==> config.mk <==
export PLATFORM = sky130hd
export DESIGN_NAME = at_command_line_decoder_flat
export DESIGN_NICKNAME = d
export VERILOG_FILES = /design/src/rtl/atcl_pkg.sv /design/src/rtl/atcl_rx_if.sv /design/src/rtl/atcl_cmd_if.sv /design/src/rtl/at_command_line_decoder.sv /design/src/rtl/atcl_collect.sv /design/src/rtl/atcl_classify.sv /design/src/flat_wrapper.sv
export SDC_FILE = /design/constraint.sdc
export NUM_CORES = 1
export LEC_CHECK = 0
export BUFFER_PORTS_ARGS = -buffer_cell sky130_fd_sc_hd__buf_4
export CAP_MARGIN = 40
export CORE_MARGIN = 2
export CORE_UTILIZATION = 55
export DETAILED_ROUTE_END_ITERATION = 7
export HOLD_SLACK_MARGIN = 0.03
export PLACE_DENSITY_LB_ADDON = 0.15
export SLEW_MARGIN = 30
export SYNTH_ARGS = -nofsm -noshare
export SYNTH_HDL_FRONTEND = slang
export SYNTH_SLANG_ARGS = --single-unit
==> constraint.sdc <==
create_clock -name clk -period 15.68 [get_ports clk]
set_input_delay 2.352 -clock clk [delete_from_list [all_inputs] [get_ports clk]]
set_output_delay 2.352 -clock clk [all_outputs]
set_load 0.01 [all_outputs]
==> src/rtl/atcl_pkg.sv <==
`timescale 1ns / 1ps
// ----------------------------------------------------------------------------
// atcl_pkg
// types, character codes and command patterns of the AT command line decoder
// ----------------------------------------------------------------------------
package atcl_pkg;

    localparam int LINE_MAX_DEFAULT = 64;

    localparam int BYTE_W   = 8;
    localparam int HEAD_LEN = 14;
    localparam int HEAD_IDX_W = 4;
    localparam int WIN_LEN  = 9;
    localparam int NPAT     = 5;
    localparam int LEN_W    = 6;
    localparam int SW_W     = 12;
    localparam int CODE_W   = 3;

    localparam logic [BYTE_W-1:0] CHAR_CR   = 8'h0d;
    localparam logic [BYTE_W-1:0] CHAR_LF   = 8'h0a;
    localparam logic [BYTE_W-1:0] CHAR_NUL  = 8'h00;
    localparam logic [BYTE_W-1:0] CHAR_A    = 8'h41;
    localparam logic [BYTE_W-1:0] CHAR_T    = 8'h54;
    localparam logic [BYTE_W-1:0] CHAR_PLUS = 8'h2b;
    localparam logic [BYTE_W-1:0] CHAR_0    = 8'h30;
    localparam logic [BYTE_W-1:0] CHAR_1    = 8'h31;

    // pattern bit positions, also the match priority
    localparam int PAT_VER     = 0;
    localparam int PAT_RTOKEN  = 1;
    localparam int PAT_RSET    = 2;
    localparam int PAT_SW_SET  = 3;
    localparam int PAT_SW_READ = 4;

    typedef enum logic [CODE_W-1:0] {
        CMD_VER     = 3'd0,
        CMD_FACTORY = 3'd1,
        CMD_RESET   = 3'd2,
        CMD_SET_SW  = 3'd3,
        CMD_READ_SW = 3'd4,
        CMD_ERROR   = 3'd5,
        CMD_NON_AT  = 3'd6
    } cmd_code_t;

    // win_t element 0 is the newest byte, head_t element 0 the first byte of the line
    typedef logic [WIN_LEN-1:0][BYTE_W-1:0]  win_t;
    typedef logic [HEAD_LEN-1:0][BYTE_W-1:0] head_t;

    // string literals are right aligned, so the last character lands in element 0
    localparam win_t PAT_TEXT [NPAT] = '{
        win_t'("AT+VER?"),
        win_t'("AT+RTOKEN"),
        win_t'("AT+RSET"),
        win_t'("AT+SW="),
        win_t'("AT+SW_R?")
    };
    localparam int PAT_LEN [NPAT] = '{7, 9, 7, 6, 8};

    typedef struct packed {
        head_t                 head;
        logic [NPAT-1:0]       pat;
        logic [LEN_W-1:0]      length;
    } line_info_t;

    function automatic logic [NPAT-1:0] pattern_hits(input win_t w);
        logic [NPAT-1:0] hits;
        hits = '1;
        for (int p = 0; p < NPAT; p++)
        begin
            for (int j = 0; j < WIN_LEN; j++)
            begin
                if ((j < PAT_LEN[p]) && (w[j] != PAT_TEXT[p][j]))
                begin
                    hits[p] = 1'b0;
                end
            end
        end
        return hits;
    endfunction

    function automatic logic is_digit01(input logic [BYTE_W-1:0] b);
        return (b == CHAR_0) || (b == CHAR_1);
    endfunction

endpackage

==> src/rtl/atcl_rx_if.sv <==
`timescale 1ns / 1ps
// ----------------------------------------------------------------------------
// atcl_rx_if
// received byte channel
// ----------------------------------------------------------------------------
interface atcl_rx_if;
    import atcl_pkg::*;

    logic              valid;
    logic              ready;
    logic [BYTE_W-1:0] rx_byte;

    modport source (output valid, output rx_byte, input ready);
    modport sink   (input valid, input rx_byte, output ready);
endinterface

==> src/rtl/atcl_cmd_if.sv <==
`timescale 1ns / 1ps
// ----------------------------------------------------------------------------
// atcl_cmd_if
// decoded command channel
// ----------------------------------------------------------------------------
interface atcl_cmd_if;
    import atcl_pkg::*;

    logic              valid;
    logic              ready;
    logic [CODE_W-1:0] cmd_code;
    logic [SW_W-1:0]   switch_state;
    logic [LEN_W-1:0]  line_length;
    logic              reset_request;
    logic              factory_clear;

    modport source (output valid, output cmd_code, output switch_state,
                    output line_length, output reset_request, output factory_clear,
                    input ready);
    modport sink   (input valid, input cmd_code, input switch_state,
                    input line_length, input reset_request, input factory_clear,
                    output ready);
endinterface

==> src/rtl/at_command_line_decoder.sv <==
`timescale 1ns / 1ps
// ----------------------------------------------------------------------------
// at_command_line_decoder
// collects CR LF framed serial lines and decodes AT commands
// ----------------------------------------------------------------------------
//  channel   dir   carries
//  rx        in    rx_byte, one received byte per transaction
//  cmd       out   cmd_code, switch_state, line_length, reset_request,
//                  factory_clear, one transaction per completed line
//
//  one byte accepted per cycle unless rx stalls; the line state updates at the accepting edge
//  a result goes through the line hand-off register, then the output register, to cmd
//  line hand-off register plus output register: rx stalls only when both hold
//  reset clears the collection state, valid flags and switch register, no clearing pass
// ----------------------------------------------------------------------------
module at_command_line_decoder #(
    parameter int LINE_MAX = atcl_pkg::LINE_MAX_DEFAULT
) (
    input  logic        clk,
    input  logic        rst_n,
    atcl_rx_if.sink     rx,
    atcl_cmd_if.source  cmd
);
    import atcl_pkg::*;

    logic       line_valid;
    logic       line_take;
    line_info_t line_info;

    atcl_collect #(
        .LINE_MAX (LINE_MAX)
    ) u_collect (
        .clk        (clk),
        .rst_n      (rst_n),
        .rx         (rx),
        .line_valid (line_valid),
        .line_info  (line_info),
        .line_take  (line_take)
    );

    atcl_classify u_classify (
        .clk        (clk),
        .rst_n      (rst_n),
        .line_valid (line_valid),
        .line_info  (line_info),
        .line_take  (line_take),
        .cmd        (cmd)
    );

endmodule

==> src/rtl/atcl_collect.sv <==
`timescale 1ns / 1ps
// ----------------------------------------------------------------------------
// atcl_collect
// gathers line bytes, tracks CR/LF framing and pattern hits, hands off lines
// ----------------------------------------------------------------------------
module atcl_collect #(
    parameter int LINE_MAX = atcl_pkg::LINE_MAX_DEFAULT
) (
    input  logic                 clk,
    input  logic                 rst_n,
    atcl_rx_if.sink              rx,
    output logic                 line_valid,
    output atcl_pkg::line_info_t line_info,
    input  logic                 line_take
);
    import atcl_pkg::*;

    localparam int CNT_W = $clog2(LINE_MAX);

    logic [CNT_W-1:0] count_reg, count_next;
    logic             cr_reg, cr_next;
    head_t            head_reg, head_next;
    win_t             win_reg, win_next;
    logic [NPAT-1:0]  pat_reg, pat_next;
    logic             nul_reg, nul_next;
    logic             snap_valid_reg, snap_valid_next;
    line_info_t       snap_reg, snap_next;

    win_t             win_shift;
    logic             accept;

    assign rx.ready   = !snap_valid_reg || line_take;
    assign accept     = rx.valid && rx.ready;
    assign line_valid = snap_valid_reg;
    assign line_info  = snap_reg;
    assign win_shift  = {win_reg[WIN_LEN-2:0], rx.rx_byte};

    always_comb
    begin
        count_next      = count_reg;
        cr_next         = cr_reg;
        head_next       = head_reg;
        win_next        = win_reg;
        pat_next        = pat_reg;
        nul_next        = nul_reg;
        snap_valid_next = snap_valid_reg && !line_take;
        snap_next       = snap_reg;
        if (accept)
        begin
            if (cr_reg)
            begin
                // LF completes the line, anything else drops it
                if (rx.rx_byte == CHAR_LF)
                begin
                    snap_valid_next  = 1'b1;
                    snap_next.head   = head_reg;
                    snap_next.pat    = pat_reg;
                    snap_next.length = LEN_W'(count_reg);
                end
                count_next = '0;
                cr_next    = 1'b0;
                head_next  = '0;
                win_next   = '0;
                pat_next   = '0;
                nul_next   = 1'b0;
            end
            else if (rx.rx_byte == CHAR_CR)
            begin
                cr_next = 1'b1;
            end
            else
            begin
                if (count_reg < CNT_W'(HEAD_LEN))
                begin
                    head_next[count_reg[HEAD_IDX_W-1:0]] = rx.rx_byte;
                end
                if (!nul_reg)
                begin
                    if (rx.rx_byte == CHAR_NUL)
                    begin
                        nul_next = 1'b1;
                    end
                    else
                    begin
                        win_next = win_shift;
                        pat_next = pat_reg | pattern_hits(win_shift);
                    end
                end
                count_next = count_reg + 1'b1;
                // overlong line is dropped
                if (count_reg == CNT_W'(LINE_MAX - 1))
                begin
                    count_next = '0;
                    head_next  = '0;
                    win_next   = '0;
                    pat_next   = '0;
                    nul_next   = 1'b0;
                end
            end
        end
    end

    always_ff @(posedge clk or negedge rst_n)
    begin
        if (!rst_n)
        begin
            count_reg      <= '0;
            cr_reg         <= 1'b0;
            head_reg       <= '0;
            win_reg        <= '0;
            pat_reg        <= '0;
            nul_reg        <= 1'b0;
            snap_valid_reg <= 1'b0;
        end
        else
        begin
            count_reg      <= count_next;
            cr_reg         <= cr_next;
            head_reg       <= head_next;
            win_reg        <= win_next;
            pat_reg        <= pat_next;
            nul_reg        <= nul_next;
            snap_valid_reg <= snap_valid_next;
        end
    end

    always_ff @(posedge clk)
    begin
        snap_reg <= snap_next;
    end

endmodule

==> src/rtl/atcl_classify.sv <==
`timescale 1ns / 1ps
// ----------------------------------------------------------------------------
// atcl_classify
// turns a finished line into a command code, owns the switch register
// ----------------------------------------------------------------------------
module atcl_classify (
    input  logic                 clk,
    input  logic                 rst_n,
    input  logic                 line_valid,
    input  atcl_pkg::line_info_t line_info,
    output logic                 line_take,
    atcl_cmd_if.source           cmd
);
    import atcl_pkg::*;

    logic             out_valid_reg, out_valid_next;
    cmd_code_t        code_reg, code_next;
    logic [LEN_W-1:0] len_reg, len_next;
    logic [SW_W-1:0]  switch_reg, switch_next;

    logic             out_load;
    logic             prefix_ok;
    logic             digits_ok;
    cmd_code_t        code;
    logic [SW_W-1:0]  sw_value;

    assign out_load  = !out_valid_reg || cmd.ready;
    assign line_take = line_valid && out_load;

    assign prefix_ok = (line_info.head[0] == CHAR_A) && (line_info.head[1] == CHAR_T)
                    && (line_info.head[2] == CHAR_PLUS);

    always_comb
    begin
        digits_ok = 1'b1;
        for (int i = 6; i < HEAD_LEN; i++)
        begin
            if (!is_digit01(line_info.head[i]))
            begin
                digits_ok = 1'b0;
            end
        end
    end

    // first four digits go to bits 11..8, last four to bits 3..0
    assign sw_value = {line_info.head[6][0], line_info.head[7][0],
                       line_info.head[8][0], line_info.head[9][0], 4'b0000,
                       line_info.head[10][0], line_info.head[11][0],
                       line_info.head[12][0], line_info.head[13][0]};

    always_comb
    begin
        priority if (!prefix_ok)
            code = CMD_NON_AT;
        else if (line_info.pat[PAT_VER])
            code = CMD_VER;
        else if (line_info.pat[PAT_RTOKEN])
            code = CMD_FACTORY;
        else if (line_info.pat[PAT_RSET])
            code = CMD_RESET;
        else if (line_info.pat[PAT_SW_SET] && !digits_ok)
            code = CMD_ERROR;
        else if (line_info.pat[PAT_SW_SET] && (line_info.head[13] == CHAR_0))
            code = CMD_SET_SW;
        else if (line_info.pat[PAT_SW_READ])
            code = CMD_READ_SW;
        else
            code = CMD_ERROR;
    end

    always_comb
    begin
        out_valid_next = out_valid_reg && !cmd.ready;
        code_next      = code_reg;
        len_next       = len_reg;
        switch_next    = switch_reg;
        if (line_take)
        begin
            out_valid_next = 1'b1;
            code_next      = code;
            len_next       = line_info.length;
            if (code == CMD_SET_SW)
            begin
                switch_next = sw_value;
            end
        end
    end

    always_ff @(posedge clk or negedge rst_n)
    begin
        if (!rst_n)
        begin
            out_valid_reg <= 1'b0;
            switch_reg    <= '0;
        end
        else
        begin
            out_valid_reg <= out_valid_next;
            switch_reg    <= switch_next;
        end
    end

    always_ff @(posedge clk)
    begin
        code_reg <= code_next;
        len_reg  <= len_next;
    end

    // switch_reg only moves when a new result loads, so it matches the held result
    assign cmd.valid         = out_valid_reg;
    assign cmd.cmd_code      = code_reg;
    assign cmd.switch_state  = switch_reg;
    assign cmd.line_length   = len_reg;
    assign cmd.reset_request = (code_reg == CMD_FACTORY) || (code_reg == CMD_RESET);
    assign cmd.factory_clear = (code_reg == CMD_FACTORY);

endmodule

==> src/flat_wrapper.sv <==
// flat-port wrapper written by rule: the top's interface ports become plain ports
module at_command_line_decoder_flat import atcl_pkg::*;
#(
    parameter int LINE_MAX = atcl_pkg::LINE_MAX_DEFAULT
)
  (clk, rst_n, rx_valid, rx_rx_byte, rx_ready, cmd_valid, cmd_cmd_code, cmd_switch_state, cmd_line_length, cmd_reset_request, cmd_factory_clear, cmd_ready);
  atcl_rx_if rx_i ();
  atcl_cmd_if cmd_i ();
  input  logic clk;
  input  logic rst_n;
  input wire logic [$bits(rx_i.valid)-1:0] rx_valid;
  input wire logic [$bits(rx_i.rx_byte)-1:0] rx_rx_byte;
  output wire logic [$bits(rx_i.ready)-1:0] rx_ready;
  output wire logic [$bits(cmd_i.valid)-1:0] cmd_valid;
  output wire logic [$bits(cmd_i.cmd_code)-1:0] cmd_cmd_code;
  output wire logic [$bits(cmd_i.switch_state)-1:0] cmd_switch_state;
  output wire logic [$bits(cmd_i.line_length)-1:0] cmd_line_length;
  output wire logic [$bits(cmd_i.reset_request)-1:0] cmd_reset_request;
  output wire logic [$bits(cmd_i.factory_clear)-1:0] cmd_factory_clear;
  input wire logic [$bits(cmd_i.ready)-1:0] cmd_ready;
  assign rx_i.valid = rx_valid;
  assign rx_i.rx_byte = rx_rx_byte;
  assign rx_ready = rx_i.ready;
  assign cmd_valid = cmd_i.valid;
  assign cmd_cmd_code = cmd_i.cmd_code;
  assign cmd_switch_state = cmd_i.switch_state;
  assign cmd_line_length = cmd_i.line_length;
  assign cmd_reset_request = cmd_i.reset_request;
  assign cmd_factory_clear = cmd_i.factory_clear;
  assign cmd_i.ready = cmd_ready;
  at_command_line_decoder #(.LINE_MAX(LINE_MAX)) u_core (.clk(clk), .rst_n(rst_n), .rx(rx_i), .cmd(cmd_i));
endmodule
==> summary.txt <==
Detailed routing
  • Vias: 6561
  • DRT Pass-1 Iters: 5
  • DRC Markers: 0
  • Vias per cell: 6.02
  • Final WL: 22.5 mm
  • Drt wl/cell: 20.6 um
  • Initial DRC count: 558
  • Antenna-violating nets left: 0

Clocking
  • PostCTS Resize Cnt: 0
  • Hold-fix buffers at CTS: 0
  • Longest Clk Path Bufs: 3
  • Post-CTS setup buffers: 0
  • Clk pin slew, worst setup/hold paths: 0.06 ns
  • CTS tree: done
  • Total CTS buffers: 28
  • Clock Latency Late Sink: 0.54 ns
  • CTS root buf: clkbuf_16
  • H-tree Lvls: 1
  • Clock Sinks: 283

Global route
  • GRT Residual Overflow: 0
  • Tot GR Track Use: 22.8%
  • First-pass GRT wire length: 36.4 mm
  • Vias in the first global route: 6631
  • Largest net degree at the start of global routing: 94
  • Initial antenna violation count: 0

Layout
  • Fin util: 63.3%
  • Commonest non-fill, non-tap cell in the layout: dfrtp_1
  • Area delta synth->final: 13.4%
  • Max FFs per register: 99
  • Inserted Diodes: 0
  • Layout cells sized above 1: 13.8%
  • Final net count: 819
  • Commonest cells after routing, fill and taps aside: dfrtp_1, edfxtp_1, nand3_1

Power and ir drop
  • Combinational share of power: 6.9%
  • Int Pwr: 1240 uW
  • Clock power frac: 40.1%
  • Power Total: 1610 uW
  • VDD IR-drop max: 0.0750 mV
  • Sw Share: 23.4%
  • Leakage: 0.00494 uW
  • Pwr/cell area: 132 mW/mm2
  • Flop pwr share: 53.1%
  • Psw: 378 uW

Die
  • Area of the core: 0.0193 mm2
  • Area of the die: 0.0208 mm2
  • Die H: 144 um
  • Initial Utilization: 55.8%
  • Rows: 51
  • Die Span X: 144 um
  • Top-level I/O count: 37

Hold path
  • HP Class: register to register

Placement
  • Port Buffers: 32
  • HPWL reported at the end of detailed placement: 14.1 mm
  • GP Congestion: 0.822

Worst setup path
  • Critical path type: input port to output port
  • CP Max Fanout: 4
  • CP Launch Type: input port
  • FF-to-FF path depth: 6
  • Setup crit end: rx_ready
  • Worst EP arrival: 2.85 ns
  • Reg-to-Reg Start: u_core.u_collect.count_reg[0]
  • Worst reg2reg setup slack: 12.54 ns
  • Crit path required time: 13.33 ns
  • CP Capture Type: output port
  • Critical path startpoint: cmd_ready
  • Worst r2r dst: u_core.u_collect.pat_reg[4]

Synth
  • Sequential area share after synthesis: 70.6%
  • Area of the mapped netlist: 0.0108 mm2
  • Async S/R FF share, synth: 61.8%
  • Mapped Avg Cell Area: 13.9 um2
  • Distinct cell type count after synthesis: 61
  • Register bit total from synthesis: 283
  • Mapped Cells: 776
  • Post-synth EDFFs: 108
  • Synth top area share: 40.6%
  • Leading register cell type out of synthesis: dfrtp_1
  • Warnings from Yosys: 0
  • Ranking of synthesized cells by area: dfrtp_1, edfxtp_1, a22o_1
  • Area leader, netlist: dfrtp_1

STA
  • Setup_tns: 0 ns
  • Min cycle time layout: 5.20 ns
  • Pins Over Slew Limit: 0
  • Hold Violations, Final: 0
  • Max Clk Rate: 0.192 GHz
  • Endpoints failing setup: 0
  • Final worst clock skew: 0.0195 ns
  • Slew margin rel.: 45.7%
  • Period utilization: 33.2%
  • Worst Tran Pin Value: 0.814 ns
  • Unrepaired setup endpoints after global routing: no

Run status
  • Status: complete, no violations

Flow run
  • Max-cap violation count: 0
power by group through the flow:
stage               clock, uW  combinational (uW)  sequential [uW]
floorplan                   0                75.6              855
global route              689                 126              862
CTS                       658                 112              856
detailed placement          0                 111              870
global placement            0                 102              866
finish                    646                 111              857
cell type report:
class	instances	area (um2)
timing repair buffer	39	377
clock inverter	14	123
multi-input combinational	448	3000
fill	1430	7100
sequential	283	7620
tap	265	332
clock buffer	37	776
inverter	3	11.3
cell families after synthesis:
logic type	synth area share [%]
other cells	0.0348
simple gates	14.0
xor+xnor	0.0812
mux	1.07
compound gates	11.8
buf+inv	1.99
fa+ha+maj	0.464
flops	70.6
stage by stage:
step | instances | setup slack (ns) | hold slack, ns | cell area (um2)
global route | 1089 | 10.40 | 0.431 | 12200
detailed placement | 1037 | 10.48 | 0.405 | 11300
floorplan | 779 | 5.48 | 0.400 | 10800
finish | 1089 | 10.48 | 0.418 | 12200
global placement | 1034 | 10.48 | 0.402 | 11200
CTS | 1088 | 10.48 | 0.419 | 12200
Yosys cell counts (4+ instances only):
master    count
dfrtp_1     175
edfxtp_1    108
nand3_1      87
o21ai_0      86
a22o_1       72
nand2_1      27
nor2_1       26
clkbuf_1     24
buf_2        16
nand4_1      14
nor4_1       13
nor4b_1       9
mux2_4        7
nand3b_1      7
nor3_1        6
a21oi_1       5
and2_1        5
nor3b_1       5
nor4bb_1      5
buf_4         4
ha_1          4
nand2b_1      4
nand4b_1      4
o21a_1        4
o31ai_1       4
or3_1         4
worst min-delay path by stage:
stage / startpoint / end / slack [ns] / cells past startpoint
2_1_floorplan: u_core.u_collect.line_info[0] / u_core.u_classify.cmd.line_length[0] / 0.40 / 0
3_3_place_gp: u_core.u_collect.line_info[5] / u_core.u_classify.cmd.line_length[5] / 0.40 / 0
3_5_place_dp: u_core.u_collect.line_info[3] / u_core.u_classify.cmd.line_length[3] / 0.40 / 0
4_1_cts: u_core.u_collect.line_info[3] / u_core.u_classify.cmd.line_length[3] / 0.42 / 0
5_1_grt: u_core.u_collect.line_info[3] / u_core.u_classify.cmd.line_length[3] / 0.43 / 0
6_report: u_core.u_collect.line_info[3] / u_core.u_classify.cmd.line_length[3] / 0.42 / 0
critical path, stage by stage:
cell and delay [ns]:
buf_4 0.11, nand3b_1 0.21, buf_4 0.18
routing by layer:
| layer | vias up | share of wire, % | GRT usage (%) |
|---|---|---|---|
| met5 | - | 0 | 0 |
| met4 | 0 | 1.7 | 5.78 |
| met3 | 38 | 6.7 | 4.37 |
| met2 | 192 | 48 | 36.6 |
| met1 | 3310 | 44 | 32.5 |
| li1 | 3021 | - | - |
Note: power is estimated with default switching activity, not from simulation.
